**src/hdl/bpf_pkg.sv**
```systemverilog
// bpf_pkg: shared types and constants for the bmp pixel-to-framebuffer blitter
// no dependencies; imported by every module of the block
`default_nettype none

package bpf_pkg;

    // fixed field widths
    localparam int DIM_W   = 13;   // image size registers and pixel counters
    localparam int ORG_W   = 13;   // signed origin registers
    localparam int CFG_W   = 13;   // widest configuration register
    localparam int IDX_W   = 3;    // configuration register index
    localparam int ADDR_W  = 19;   // framebuffer word address
    localparam int COLOR_W = 32;
    localparam int SCR_W   = 12;   // screen coordinate, screen size up to 4096
    localparam int POS_W   = 15;   // signed origin plus counter

    localparam int QDEPTH  = 2;    // front-to-back queue entries
    localparam int QPTR_W  = $clog2(QDEPTH);
    localparam int QCNT_W  = $clog2(QDEPTH + 1);

    localparam logic [DIM_W-1:0] WIDTH_RESET  = 13'd800;
    localparam logic [DIM_W-1:0] HEIGHT_RESET = 13'd480;

    typedef enum logic [IDX_W-1:0] {
        REG_ORIGIN_X     = 3'd0,
        REG_ORIGIN_Y     = 3'd1,
        REG_IMAGE_WIDTH  = 3'd2,
        REG_IMAGE_HEIGHT = 3'd3,
        REG_DEPTH_MODE   = 3'd4
    } bpf_reg_idx_t;

    typedef enum logic [1:0] {
        DEPTH_24   = 2'd0,
        DEPTH_32   = 2'd1,
        DEPTH_NONE = 2'd2
    } bpf_depth_t;

    // image geometry seen by the front
    typedef struct packed {
        logic [DIM_W-1:0] width;    // already clamped
        logic [DIM_W-1:0] height;   // already clamped
        logic [1:0]       depth;
        logic             clear;    // a register write clears the counters
    } bpf_front_cfg_t;

    // screen placement seen by the back
    typedef struct packed {
        logic [ORG_W-1:0] origin_x;
        logic [ORG_W-1:0] origin_y;
    } bpf_origin_t;

    // one assembled pixel on its way from front to back
    typedef struct packed {
        logic [COLOR_W-1:0] color;
        logic [DIM_W-1:0]   col;
        logic [DIM_W-1:0]   row_flip;   // row counted from the image top
        logic               last;
    } bpf_pix_rec_t;

endpackage

`default_nettype wire

```
**src/hdl/bpf_if.sv**
```systemverilog
// bpf_byte_if and bpf_pix_if: valid/ready channels of the blitter
// uses bpf_pkg for field widths
`default_nettype none

interface bpf_byte_if
    import bpf_pkg::*;
();
    logic       valid;
    logic       ready;
    logic [7:0] data_byte;

    modport source (output valid, output data_byte, input ready);
    modport sink   (input valid, input data_byte, output ready);
endinterface

interface bpf_pix_if
    import bpf_pkg::*;
();
    logic               valid;
    logic               ready;
    logic [ADDR_W-1:0]  fb_address;
    logic [COLOR_W-1:0] pixel_color;
    logic               on_screen;
    logic               image_done;

    modport source (output valid, output fb_address, output pixel_color,
                    output on_screen, output image_done, input ready);
    modport sink   (input valid, input fb_address, input pixel_color,
                    input on_screen, input image_done, output ready);
endinterface

`default_nettype wire

```
**src/hdl/bpf_front.sv**
```systemverilog
// bpf_front: byte intake, padding skip, pixel assembly and row/column counting
// uses bpf_pkg and bpf_byte_if
`default_nettype none

module bpf_front
    import bpf_pkg::*;
(
    input  wire logic           clk,
    input  wire logic           rst_n,
    bpf_byte_if.sink            byte_in,
    input  wire bpf_front_cfg_t cfg,
    input  wire logic           q_full,
    output logic                rec_push,
    output bpf_pix_rec_t        rec
);

    logic [1:0]         phase_reg, phase_next;
    logic [COLOR_W-1:0] accum_reg, accum_next;
    logic [DIM_W-1:0]   col_reg, col_next;
    logic [DIM_W-1:0]   row_reg, row_next;
    logic [1:0]         pad_reg, pad_next;
    logic               finished_reg, finished_next;

    logic               active;
    logic               take;
    logic [1:0]         last_phase;
    logic [COLOR_W-1:0] color_now;
    logic               row_end;
    logic               img_end;

    assign byte_in.ready = !q_full;
    assign take          = byte_in.valid && !q_full;

    assign active = !finished_reg && (cfg.depth == DEPTH_24 || cfg.depth == DEPTH_32)
                    && cfg.width != '0 && cfg.height != '0;
    assign last_phase = (cfg.depth == DEPTH_24) ? 2'd2 : 2'd3;
    assign row_end    = (col_reg == cfg.width - 1'b1);
    assign img_end    = row_end && (row_reg == cfg.height - 1'b1);

    always_comb
    begin
        color_now = accum_reg;
        color_now[{phase_reg, 3'b000} +: 8] = byte_in.data_byte;
    end

    assign rec.color    = color_now;
    assign rec.col      = col_reg;
    assign rec.row_flip = cfg.height - 1'b1 - row_reg;
    assign rec.last     = img_end;

    always_comb
    begin
        phase_next    = phase_reg;
        accum_next    = accum_reg;
        col_next      = col_reg;
        row_next      = row_reg;
        pad_next      = pad_reg;
        finished_next = finished_reg;
        rec_push      = 1'b0;
        if (cfg.clear)
        begin
            phase_next    = '0;
            accum_next    = '0;
            col_next      = '0;
            row_next      = '0;
            pad_next      = '0;
            finished_next = 1'b0;
        end
        else if (take && active)
        begin
            if (pad_reg != 2'd0)
            begin
                pad_next = pad_reg - 2'd1;
            end
            else if (phase_reg == last_phase)
            begin
                rec_push   = 1'b1;
                phase_next = '0;
                accum_next = '0;
                if (img_end)
                begin
                    finished_next = 1'b1;
                end
                else if (row_end)
                begin
                    col_next = '0;
                    row_next = row_reg + 1'b1;
                    // 24-bit rows pad 3*w bytes up to a multiple of four
                    pad_next = (cfg.depth == DEPTH_24) ? cfg.width[1:0] : 2'd0;
                end
                else
                begin
                    col_next = col_reg + 1'b1;
                end
            end
            else
            begin
                phase_next = phase_reg + 2'd1;
                accum_next = color_now;
            end
        end
    end

    always_ff @(posedge clk or negedge rst_n)
    begin
        if (!rst_n)
        begin
            phase_reg    <= '0;
            accum_reg    <= '0;
            col_reg      <= '0;
            row_reg      <= '0;
            pad_reg      <= '0;
            finished_reg <= 1'b0;
        end
        else
        begin
            phase_reg    <= phase_next;
            accum_reg    <= accum_next;
            col_reg      <= col_next;
            row_reg      <= row_next;
            pad_reg      <= pad_next;
            finished_reg <= finished_next;
        end
    end

endmodule

`default_nettype wire

```
**src/hdl/bpf_queue.sv**
```systemverilog
// bpf_queue: short fifo of pixel records between front and back
// uses bpf_pkg
`default_nettype none

module bpf_queue
    import bpf_pkg::*;
(
    input  wire logic          clk,
    input  wire logic          rst_n,
    input  wire logic          push,
    input  wire bpf_pix_rec_t  push_rec,
    output logic               full,
    input  wire logic          pop,
    output logic               not_empty,
    output bpf_pix_rec_t       head
);

    bpf_pix_rec_t      mem [QDEPTH];
    logic [QPTR_W-1:0] wr_ptr_reg, wr_ptr_next;
    logic [QPTR_W-1:0] rd_ptr_reg, rd_ptr_next;
    logic [QCNT_W-1:0] count_reg, count_next;

    assign full      = (count_reg == QCNT_W'(QDEPTH));
    assign not_empty = (count_reg != '0);
    assign head      = mem[rd_ptr_reg];

    always_comb
    begin
        wr_ptr_next = wr_ptr_reg;
        rd_ptr_next = rd_ptr_reg;
        count_next  = count_reg;
        if (push)
        begin
            wr_ptr_next = (wr_ptr_reg == QPTR_W'(QDEPTH - 1)) ? '0 : wr_ptr_reg + 1'b1;
        end
        if (pop)
        begin
            rd_ptr_next = (rd_ptr_reg == QPTR_W'(QDEPTH - 1)) ? '0 : rd_ptr_reg + 1'b1;
        end
        if (push && !pop)
        begin
            count_next = count_reg + 1'b1;
        end
        else if (pop && !push)
        begin
            count_next = count_reg - 1'b1;
        end
    end

    always_ff @(posedge clk)
    begin
        if (push)
        begin
            mem[wr_ptr_reg] <= push_rec;
        end
    end

    always_ff @(posedge clk or negedge rst_n)
    begin
        if (!rst_n)
        begin
            wr_ptr_reg <= '0;
            rd_ptr_reg <= '0;
            count_reg  <= '0;
        end
        else
        begin
            wr_ptr_reg <= wr_ptr_next;
            rd_ptr_reg <= rd_ptr_next;
            count_reg  <= count_next;
        end
    end

endmodule

`default_nettype wire

```
**src/hdl/bpf_back.sv**
```systemverilog
// bpf_back: screen placement, clipping and address multiply, two register stages
// uses bpf_pkg and bpf_pix_if
`default_nettype none

module bpf_back
    import bpf_pkg::*;
#(
    parameter int SCREEN_WIDTH  = 800,
    parameter int SCREEN_HEIGHT = 480
)
(
    input  wire logic          clk,
    input  wire logic          rst_n,
    input  wire bpf_origin_t   origin,
    input  wire logic          rec_valid,
    input  wire bpf_pix_rec_t  rec,
    output logic               rec_pop,
    bpf_pix_if.source          pix_out
);

    localparam logic signed [POS_W-1:0] SW_S = POS_W'(SCREEN_WIDTH);
    localparam logic signed [POS_W-1:0] SH_S = POS_W'(SCREEN_HEIGHT);
    localparam logic [SCR_W:0]          SW_U = (SCR_W + 1)'(SCREEN_WIDTH);
    localparam int                      PROD_W = 2 * SCR_W + 2;

    // stage a: clipped screen position
    logic               a_valid_reg;
    logic [SCR_W-1:0]   a_x_reg, a_y_reg;
    logic               a_vis_reg;
    logic [COLOR_W-1:0] a_color_reg;
    logic               a_last_reg;

    // stage b: output register
    logic               b_valid_reg;
    logic [ADDR_W-1:0]  b_addr_reg;
    logic [COLOR_W-1:0] b_color_reg;
    logic               b_vis_reg;
    logic               b_last_reg;

    logic signed [POS_W-1:0] sx, sy;
    logic                    vis;
    logic                    a_ready, b_ready;
    logic [PROD_W-1:0]       prod;

    assign b_ready = !b_valid_reg || pix_out.ready;
    assign a_ready = !a_valid_reg || b_ready;
    assign rec_pop = rec_valid && a_ready;

    assign sx  = {{(POS_W - ORG_W){origin.origin_x[ORG_W-1]}}, origin.origin_x}
                 + {{(POS_W - DIM_W){1'b0}}, rec.col};
    assign sy  = {{(POS_W - ORG_W){origin.origin_y[ORG_W-1]}}, origin.origin_y}
                 + {{(POS_W - DIM_W){1'b0}}, rec.row_flip};
    assign vis = (sx >= 0) && (sx < SW_S) && (sy >= 0) && (sy < SH_S);

    assign prod = PROD_W'(a_y_reg) * PROD_W'(SW_U) + PROD_W'(a_x_reg);

    always_ff @(posedge clk)
    begin
        if (rec_pop)
        begin
            a_x_reg     <= sx[SCR_W-1:0];
            a_y_reg     <= sy[SCR_W-1:0];
            a_vis_reg   <= vis;
            a_color_reg <= rec.color;
            a_last_reg  <= rec.last;
        end
        if (a_valid_reg && b_ready)
        begin
            b_addr_reg  <= a_vis_reg ? prod[ADDR_W-1:0] : '0;
            b_color_reg <= a_color_reg;
            b_vis_reg   <= a_vis_reg;
            b_last_reg  <= a_last_reg;
        end
    end

    always_ff @(posedge clk or negedge rst_n)
    begin
        if (!rst_n)
        begin
            a_valid_reg <= 1'b0;
            b_valid_reg <= 1'b0;
        end
        else
        begin
            if (a_ready)
            begin
                a_valid_reg <= rec_valid;
            end
            if (b_ready)
            begin
                b_valid_reg <= a_valid_reg;
            end
        end
    end

    assign pix_out.valid       = b_valid_reg;
    assign pix_out.fb_address  = b_addr_reg;
    assign pix_out.pixel_color = b_color_reg;
    assign pix_out.on_screen   = b_vis_reg;
    assign pix_out.image_done  = b_last_reg;

endmodule

`default_nettype wire

```
**src/hdl/bmp_pixels_to_framebuffer.sv**
```systemverilog
// bmp_pixels_to_framebuffer: top level, configuration registers and block wiring
// uses bpf_pkg, bpf_if, bpf_front, bpf_queue and bpf_back
//
// Takes the pixel array of a BMP image (after its header) one byte per
// transaction on byte_in and gives one transaction on pix_out for every
// finished pixel: framebuffer word address (screen row * SCREEN_WIDTH +
// column, 0 when clipped), colour word, on_screen and image_done on the last
// pixel. depth_mode 0 assembles three bytes blue|green|red and skips row
// padding to four bytes, 1 takes four little-endian bytes, anything else
// swallows the bytes. Rows come bottom-up and are flipped onto the screen.
// Rate: one byte per clock sustained; byte_in stalls only when the two-entry
// pixel queue is full because pix_out holds off. A pixel passes through the
// queue, the placement stage and the address multiply stage on its way to
// pix_out. A write to any listed register on the configuration port clears
// the pixel counters, so write while no transaction is in flight; bytes after
// the last pixel are dropped until the next such write.
`default_nettype none

module bmp_pixels_to_framebuffer
    import bpf_pkg::*;
#(
    parameter int SCREEN_WIDTH  = 800,
    parameter int SCREEN_HEIGHT = 480,
    parameter int MAX_IMAGE_DIM = 4096
)
(
    input  wire logic             clk,
    input  wire logic             rst_n,
    bpf_byte_if.sink              byte_in,
    bpf_pix_if.source             pix_out,
    input  wire logic             cfg_write_en,
    input  wire logic [IDX_W-1:0] cfg_index,
    input  wire logic [CFG_W-1:0] cfg_write_data
);

    // largest dimension a 13-bit register can hold, capped by the parameter
    localparam int               DimCap  = (MAX_IMAGE_DIM < 8191) ? MAX_IMAGE_DIM : 8191;
    localparam logic [DIM_W-1:0] DIM_CAP = DIM_W'(DimCap);

    logic [ORG_W-1:0] origin_x_reg;
    logic [ORG_W-1:0] origin_y_reg;
    logic [DIM_W-1:0] width_reg;
    logic [DIM_W-1:0] height_reg;
    logic [1:0]       depth_reg;
    logic             known_idx;

    bpf_front_cfg_t   front_cfg;
    bpf_origin_t      origin;
    bpf_pix_rec_t     push_rec, head_rec;
    logic             rec_push, q_full, q_not_empty, rec_pop;

    // only a write to a listed register clears the counters
    always_comb
    begin
        unique case (cfg_index)
            REG_ORIGIN_X, REG_ORIGIN_Y, REG_IMAGE_WIDTH,
            REG_IMAGE_HEIGHT, REG_DEPTH_MODE: known_idx = 1'b1;
            default:                          known_idx = 1'b0;
        endcase
    end

    always_ff @(posedge clk or negedge rst_n)
    begin
        if (!rst_n)
        begin
            origin_x_reg <= '0;
            origin_y_reg <= '0;
            width_reg    <= WIDTH_RESET;
            height_reg   <= HEIGHT_RESET;
            depth_reg    <= DEPTH_24;
        end
        else if (cfg_write_en)
        begin
            unique case (cfg_index)
                REG_ORIGIN_X:     origin_x_reg <= cfg_write_data[ORG_W-1:0];
                REG_ORIGIN_Y:     origin_y_reg <= cfg_write_data[ORG_W-1:0];
                REG_IMAGE_WIDTH:  width_reg    <= cfg_write_data[DIM_W-1:0];
                REG_IMAGE_HEIGHT: height_reg   <= cfg_write_data[DIM_W-1:0];
                REG_DEPTH_MODE:   depth_reg    <= cfg_write_data[1:0];
                default:          ;
            endcase
        end
    end

    // oversize dimensions saturate
    assign front_cfg.width  = (width_reg > DIM_CAP) ? DIM_CAP : width_reg;
    assign front_cfg.height = (height_reg > DIM_CAP) ? DIM_CAP : height_reg;
    assign front_cfg.depth  = depth_reg;
    assign front_cfg.clear  = cfg_write_en && known_idx;

    assign origin.origin_x = origin_x_reg;
    assign origin.origin_y = origin_y_reg;

    bpf_front u_front (
        .clk      (clk),
        .rst_n    (rst_n),
        .byte_in  (byte_in),
        .cfg      (front_cfg),
        .q_full   (q_full),
        .rec_push (rec_push),
        .rec      (push_rec)
    );

    bpf_queue u_queue (
        .clk       (clk),
        .rst_n     (rst_n),
        .push      (rec_push),
        .push_rec  (push_rec),
        .full      (q_full),
        .pop       (rec_pop),
        .not_empty (q_not_empty),
        .head      (head_rec)
    );

    bpf_back #(
        .SCREEN_WIDTH  (SCREEN_WIDTH),
        .SCREEN_HEIGHT (SCREEN_HEIGHT)
    ) u_back (
        .clk       (clk),
        .rst_n     (rst_n),
        .origin    (origin),
        .rec_valid (q_not_empty),
        .rec       (head_rec),
        .rec_pop   (rec_pop),
        .pix_out   (pix_out)
    );

endmodule

`default_nettype wire

```
**src/flat_wrapper.sv**
```systemverilog
// flat-port wrapper written by rule: the top's interface ports become plain ports
module bmp_pixels_to_framebuffer_flat import bpf_pkg::*;
#(
    parameter int SCREEN_WIDTH  = 800,
    parameter int SCREEN_HEIGHT = 480,
    parameter int MAX_IMAGE_DIM = 4096
)
  (clk, rst_n, cfg_write_en, cfg_index, cfg_write_data, byte_in_valid, byte_in_data_byte, byte_in_ready, pix_out_valid, pix_out_fb_address, pix_out_pixel_color, pix_out_on_screen, pix_out_image_done, pix_out_ready);
  bpf_byte_if byte_in_i ();
  bpf_pix_if pix_out_i ();
  input  wire logic clk;
  input  wire logic rst_n;
  input  wire logic cfg_write_en;
  input  wire logic [IDX_W-1:0] cfg_index;
  input  wire logic [CFG_W-1:0] cfg_write_data;
  input wire logic [$bits(byte_in_i.valid)-1:0] byte_in_valid;
  input wire logic [$bits(byte_in_i.data_byte)-1:0] byte_in_data_byte;
  output wire logic [$bits(byte_in_i.ready)-1:0] byte_in_ready;
  output wire logic [$bits(pix_out_i.valid)-1:0] pix_out_valid;
  output wire logic [$bits(pix_out_i.fb_address)-1:0] pix_out_fb_address;
  output wire logic [$bits(pix_out_i.pixel_color)-1:0] pix_out_pixel_color;
  output wire logic [$bits(pix_out_i.on_screen)-1:0] pix_out_on_screen;
  output wire logic [$bits(pix_out_i.image_done)-1:0] pix_out_image_done;
  input wire logic [$bits(pix_out_i.ready)-1:0] pix_out_ready;
  assign byte_in_i.valid = byte_in_valid;
  assign byte_in_i.data_byte = byte_in_data_byte;
  assign byte_in_ready = byte_in_i.ready;
  assign pix_out_valid = pix_out_i.valid;
  assign pix_out_fb_address = pix_out_i.fb_address;
  assign pix_out_pixel_color = pix_out_i.pixel_color;
  assign pix_out_on_screen = pix_out_i.on_screen;
  assign pix_out_image_done = pix_out_i.image_done;
  assign pix_out_i.ready = pix_out_ready;
  bmp_pixels_to_framebuffer #(.SCREEN_WIDTH(SCREEN_WIDTH), .SCREEN_HEIGHT(SCREEN_HEIGHT), .MAX_IMAGE_DIM(MAX_IMAGE_DIM)) u_core (.clk(clk), .rst_n(rst_n), .byte_in(byte_in_i), .pix_out(pix_out_i), .cfg_write_en(cfg_write_en), .cfg_index(cfg_index), .cfg_write_data(cfg_write_data));
endmodule
```
**config.mk**
```make
export PLATFORM = sky130hd
export DESIGN_NAME = bmp_pixels_to_framebuffer_flat
export DESIGN_NICKNAME = d
export VERILOG_FILES = /design/src/hdl/bpf_pkg.sv /design/src/hdl/bpf_if.sv /design/src/hdl/bpf_front.sv /design/src/hdl/bpf_queue.sv /design/src/hdl/bpf_back.sv /design/src/hdl/bmp_pixels_to_framebuffer.sv /design/src/flat_wrapper.sv
export SDC_FILE = /design/constraint.sdc
export NUM_CORES = 1
export LEC_CHECK = 0
export ABC_AREA = 1
export BUFFER_PORTS_ARGS = -buffer_cell sky130_fd_sc_hd__buf_2
export CORE_UTILIZATION = 45
export CTS_BUF_LIST = sky130_fd_sc_hd__clkbuf_4 sky130_fd_sc_hd__clkbuf_8 sky130_fd_sc_hd__clkbuf_16
export CTS_CLUSTER_DIAMETER = 80
export DETAILED_ROUTE_END_ITERATION = 8
export SLEW_MARGIN = 5
export SYNTH_ARGS = -nofsm -noshare
export SYNTH_HDL_FRONTEND = slang
export SYNTH_SLANG_ARGS = --single-unit
```
**constraint.sdc**
```tcl
create_clock -name clk -period 10.3 [get_ports clk]
set_input_delay 0.515 -clock clk [delete_from_list [all_inputs] [get_ports clk]]
set_output_delay 0.515 -clock clk [all_outputs]
set_load 0.02 [all_outputs]
```
==> impl_results.md <==
- Status: complete, no violations
- Post-route ant nets: 0
- Worst r2r path cells: 15
- WS Path Type: register to register
- Synth Instances: 1815
- Routed via count: 12230
- Row cnt: 72
- Clk_skew: 25.39 ps
- All-layer global routing usage: 20.00%
- Multi-input combinational cell area: 0.006660 mm²
- CTS Root Cell: clkbuf_16
- Fraction of layout cells with a size suffix above 1: 12.13%
- Final worst-path cycle share: 38.53%
- Cell variety after synth: 54
- PostCTS Resize Cnt: 0
- WHS: 134.6 ps
- Die H: 200.6 µm
- Cell Area, Placed: 0.01870 mm²
- Vias in the first global route: 11750
- DR iter-0 viols: 760
- Setup tns final: 0 ps
- CTS clk-pin slew, worst paths: 60 ps
- Clock sinks: 352
- Pleak: 8.872 nW
- Final instance area: 0.02010 mm²
- CP max FO: 59
- Post-Layout Cell Count: 2455
- First-pass GRT wire length: 63400 µm
- Fin crit period: 3968 ps
- Pin count of the biggest net entering global routing: 75
- WL met1: 18470 µm
- CTS tree: yes
- Net Count, Synth: 1942
- Setup Buffers After CTS: 0
- Hold Fails Final Rpt: 0
- Synthesized flop and latch total: 352
- CTS buffer count: 40
- Overflow after GRT: 0
- Final nets: 2032
- Clock share of power: 20.8%
- DR vias/cell: 4.981
- Worst slew pin tran: 1011 ps
- Internal: 4.156 mW
- Average wire per standard cell: 15.92 µm
- CP max stage delay: 650 ps
- Seq pwr share: 32.3%
- Total routed wirelength: 39080 µm
- Skew-Pair Late Insertion Delay: 560 ps
- Worst EP arrival: 4140 ps
- Inserted Diodes: 0
- Yosys warnings: 0
- RSZ-0062 raised after global routing: no
- Synthesized area: 0.01775 mm²
- Most used cell, CP: nand2_1
- Setup crit end kind: register
- Setup slack after layout: 6332 ps
- Post-synth top area share: 38.75%
- Half-perimeter wire length after placement: 27400 µm
- Sequential-to-total area share from yosys stat: 56.14%
- Post-synth EDFFs: 229
- Max Cap Violations: 0
- Placed cells: 2381
- Cell taking the most area after synthesis: edfxtp_1
- CP bufs+invs: 3
- Largest register FFs: 118
- Max-slew violation count: 0
- Top Metal Used: met4
- GPL Wtd Cong: 0.8895
- Top cells by count, synth: nand2_1 (462), inv_1 (246), edfxtp_1 (229)
- DR WL met3: 1771 µm
- Final core utilization: 51.89%
- Die width: 200.6 µm
- Worst path cell trace: or2_2, nor2_1, nand2_1, nand2_1, nand2_1, ha_1, nand2_1, inv_1, nand4_1, and3_1, nand2_1, nor3_1, inv_1, nor2_4, buf_4
- Design Power: 7.095 mW
- CP delay by family, top: simple AND/OR/NAND/NOR gates
- Switching fraction of total power: 41.43%
- Register area: 0.009965 mm²
- Avg Inst Size Synth: 9.777 µm²
- Hold Buf Count CTS: 0
- DRC violations left: 0
- Tightest Hold Check Type: input pin to asynchronous set/reset pin
- Ys flop type: edfxtp_1
- Fill cell count: 3510
- Comb power frac: 46.9%
- Top-count cell post-synth: nand2_1
- VDD IR max: 0.0002522 V
- Biggest register: u_core.u_queue.mem
- Initial antenna violation count: 1
- Worst slew margin: 31.86%
- I/O Pins: 84
- CORE AREA: 0.03874 mm²
- CTS H-tree lvls: 2
- WL met2: 18070 µm
- Pre-CTS setup slack: 6360 ps
- Syn-to-layout area delta: 13.27%
- Clk buf depth: 3
- Final setup viols: 0
- PortBufs: 83
- FFs w/ async S/R, synth: 34.94%
- Crit path launch type: register
- Die ar.: 0.04023 mm²
- Crit. path cell count: 15
- Power Density: 353.0 mW/mm²
- Max Clock Freq: 252.0 MHz
- Crit path required time: 10470 ps
- Initial Util: 45.81%
- Switch Pwr: 2.940 mW
- Area contributors post-synth: edfxtp_1 (39%), dfrtp_1 (16%), nand2_1 (9.8%)
- Slowest CP cell: buf_4
- Pre-antenna DRT Iters: 5
worst paths after layout:
check / from / end / slack, ps
setup / recovery: u_core.height_reg[9] / u_core.u_queue.mem[0][17] / 6330
hold / removal: rst_n / u_core.width_reg[4] / 130
setup reg to reg: u_core.height_reg[9] / u_core.u_queue.mem[0][17] / 6330
hold reg to reg: u_core.u_back.a_color_reg[16] / u_core.u_back.pix_out.pixel_color[16] / 420
max in group asynchronous: rst_n / u_core.origin_x_reg[8] / 8830
min in group clk: pix_out_ready / u_core.u_back.pix_out.valid / 260
worst register-to-register path: stages (launching register included):
cell	delay, ps
dfrtp_1	410
or2_2	330
nor2_1	110
nand2_1	60
nand2_1	240
nand2_1	120
ha_1	250
nand2_1	130
inv_1	100
nand4_1	130
and3_1	180
nand2_1	120
nor3_1	370
inv_1	200
nor2_4	110
buf_4	650
routing by layer:
metal  GRT usage (%)  up-vias
met5               0        -
met4           5.725        0
met3           3.458       48
met2           32.40      268
met1           27.65     5720
li1                -     6193
layout by cell type (no fill, tap or decap), types with 25 or more instances in the layout:
cell type  Yosys  routed
dfrtp_1      116     115
xor2_1        66      66
edfxtp_1     229     229
nor2_1       100      97
clkbuf_16      0      44
inv_1        246     244
buf_2          5      82
o22ai_1       33      33
nand3_1       60      60
ha_1          87      87
nand2_1      462     462
a21oi_1       54      53
o21ai_0      134     133
nor3_1        25      25
power groups by stage:
stage | clock [mW] | sequential [mW] | combinational, mW
after floorplan | 0 | 2.39 | 2.46
after global placement | 0 | 2.32 | 3.28
after detailed placement | 0 | 2.32 | 3.33
after CTS | 1.51 | 2.30 | 3.36
after global routing | 1.57 | 2.33 | 3.84
final | 1.47 | 2.29 | 3.33
cell type report:
type	instances	area share [%]
Timing Repair Buffer	92	2.415
Sequential cell	352	49.57
Inverter	252	4.706
Multi-Input combinational cell	1167	33.13
Tap cell	518	3.224
Clock buffer	56	6.050
Clock inverter	18	0.8964
kinds of logic (layout without fill, tap and decap cells):
logic type      after synthesis  in the layout  synth area share [%]
simple gates                714            714                 17.00
flops                       352            352                 56.14
buf+inv                     296            418                 6.487
compound gates              271            271                 8.771
fa+ha+maj                    98             98                 7.375
xor+xnor                     84             84                 4.223
No activity file was read; power rests on OpenSTA's default activity.
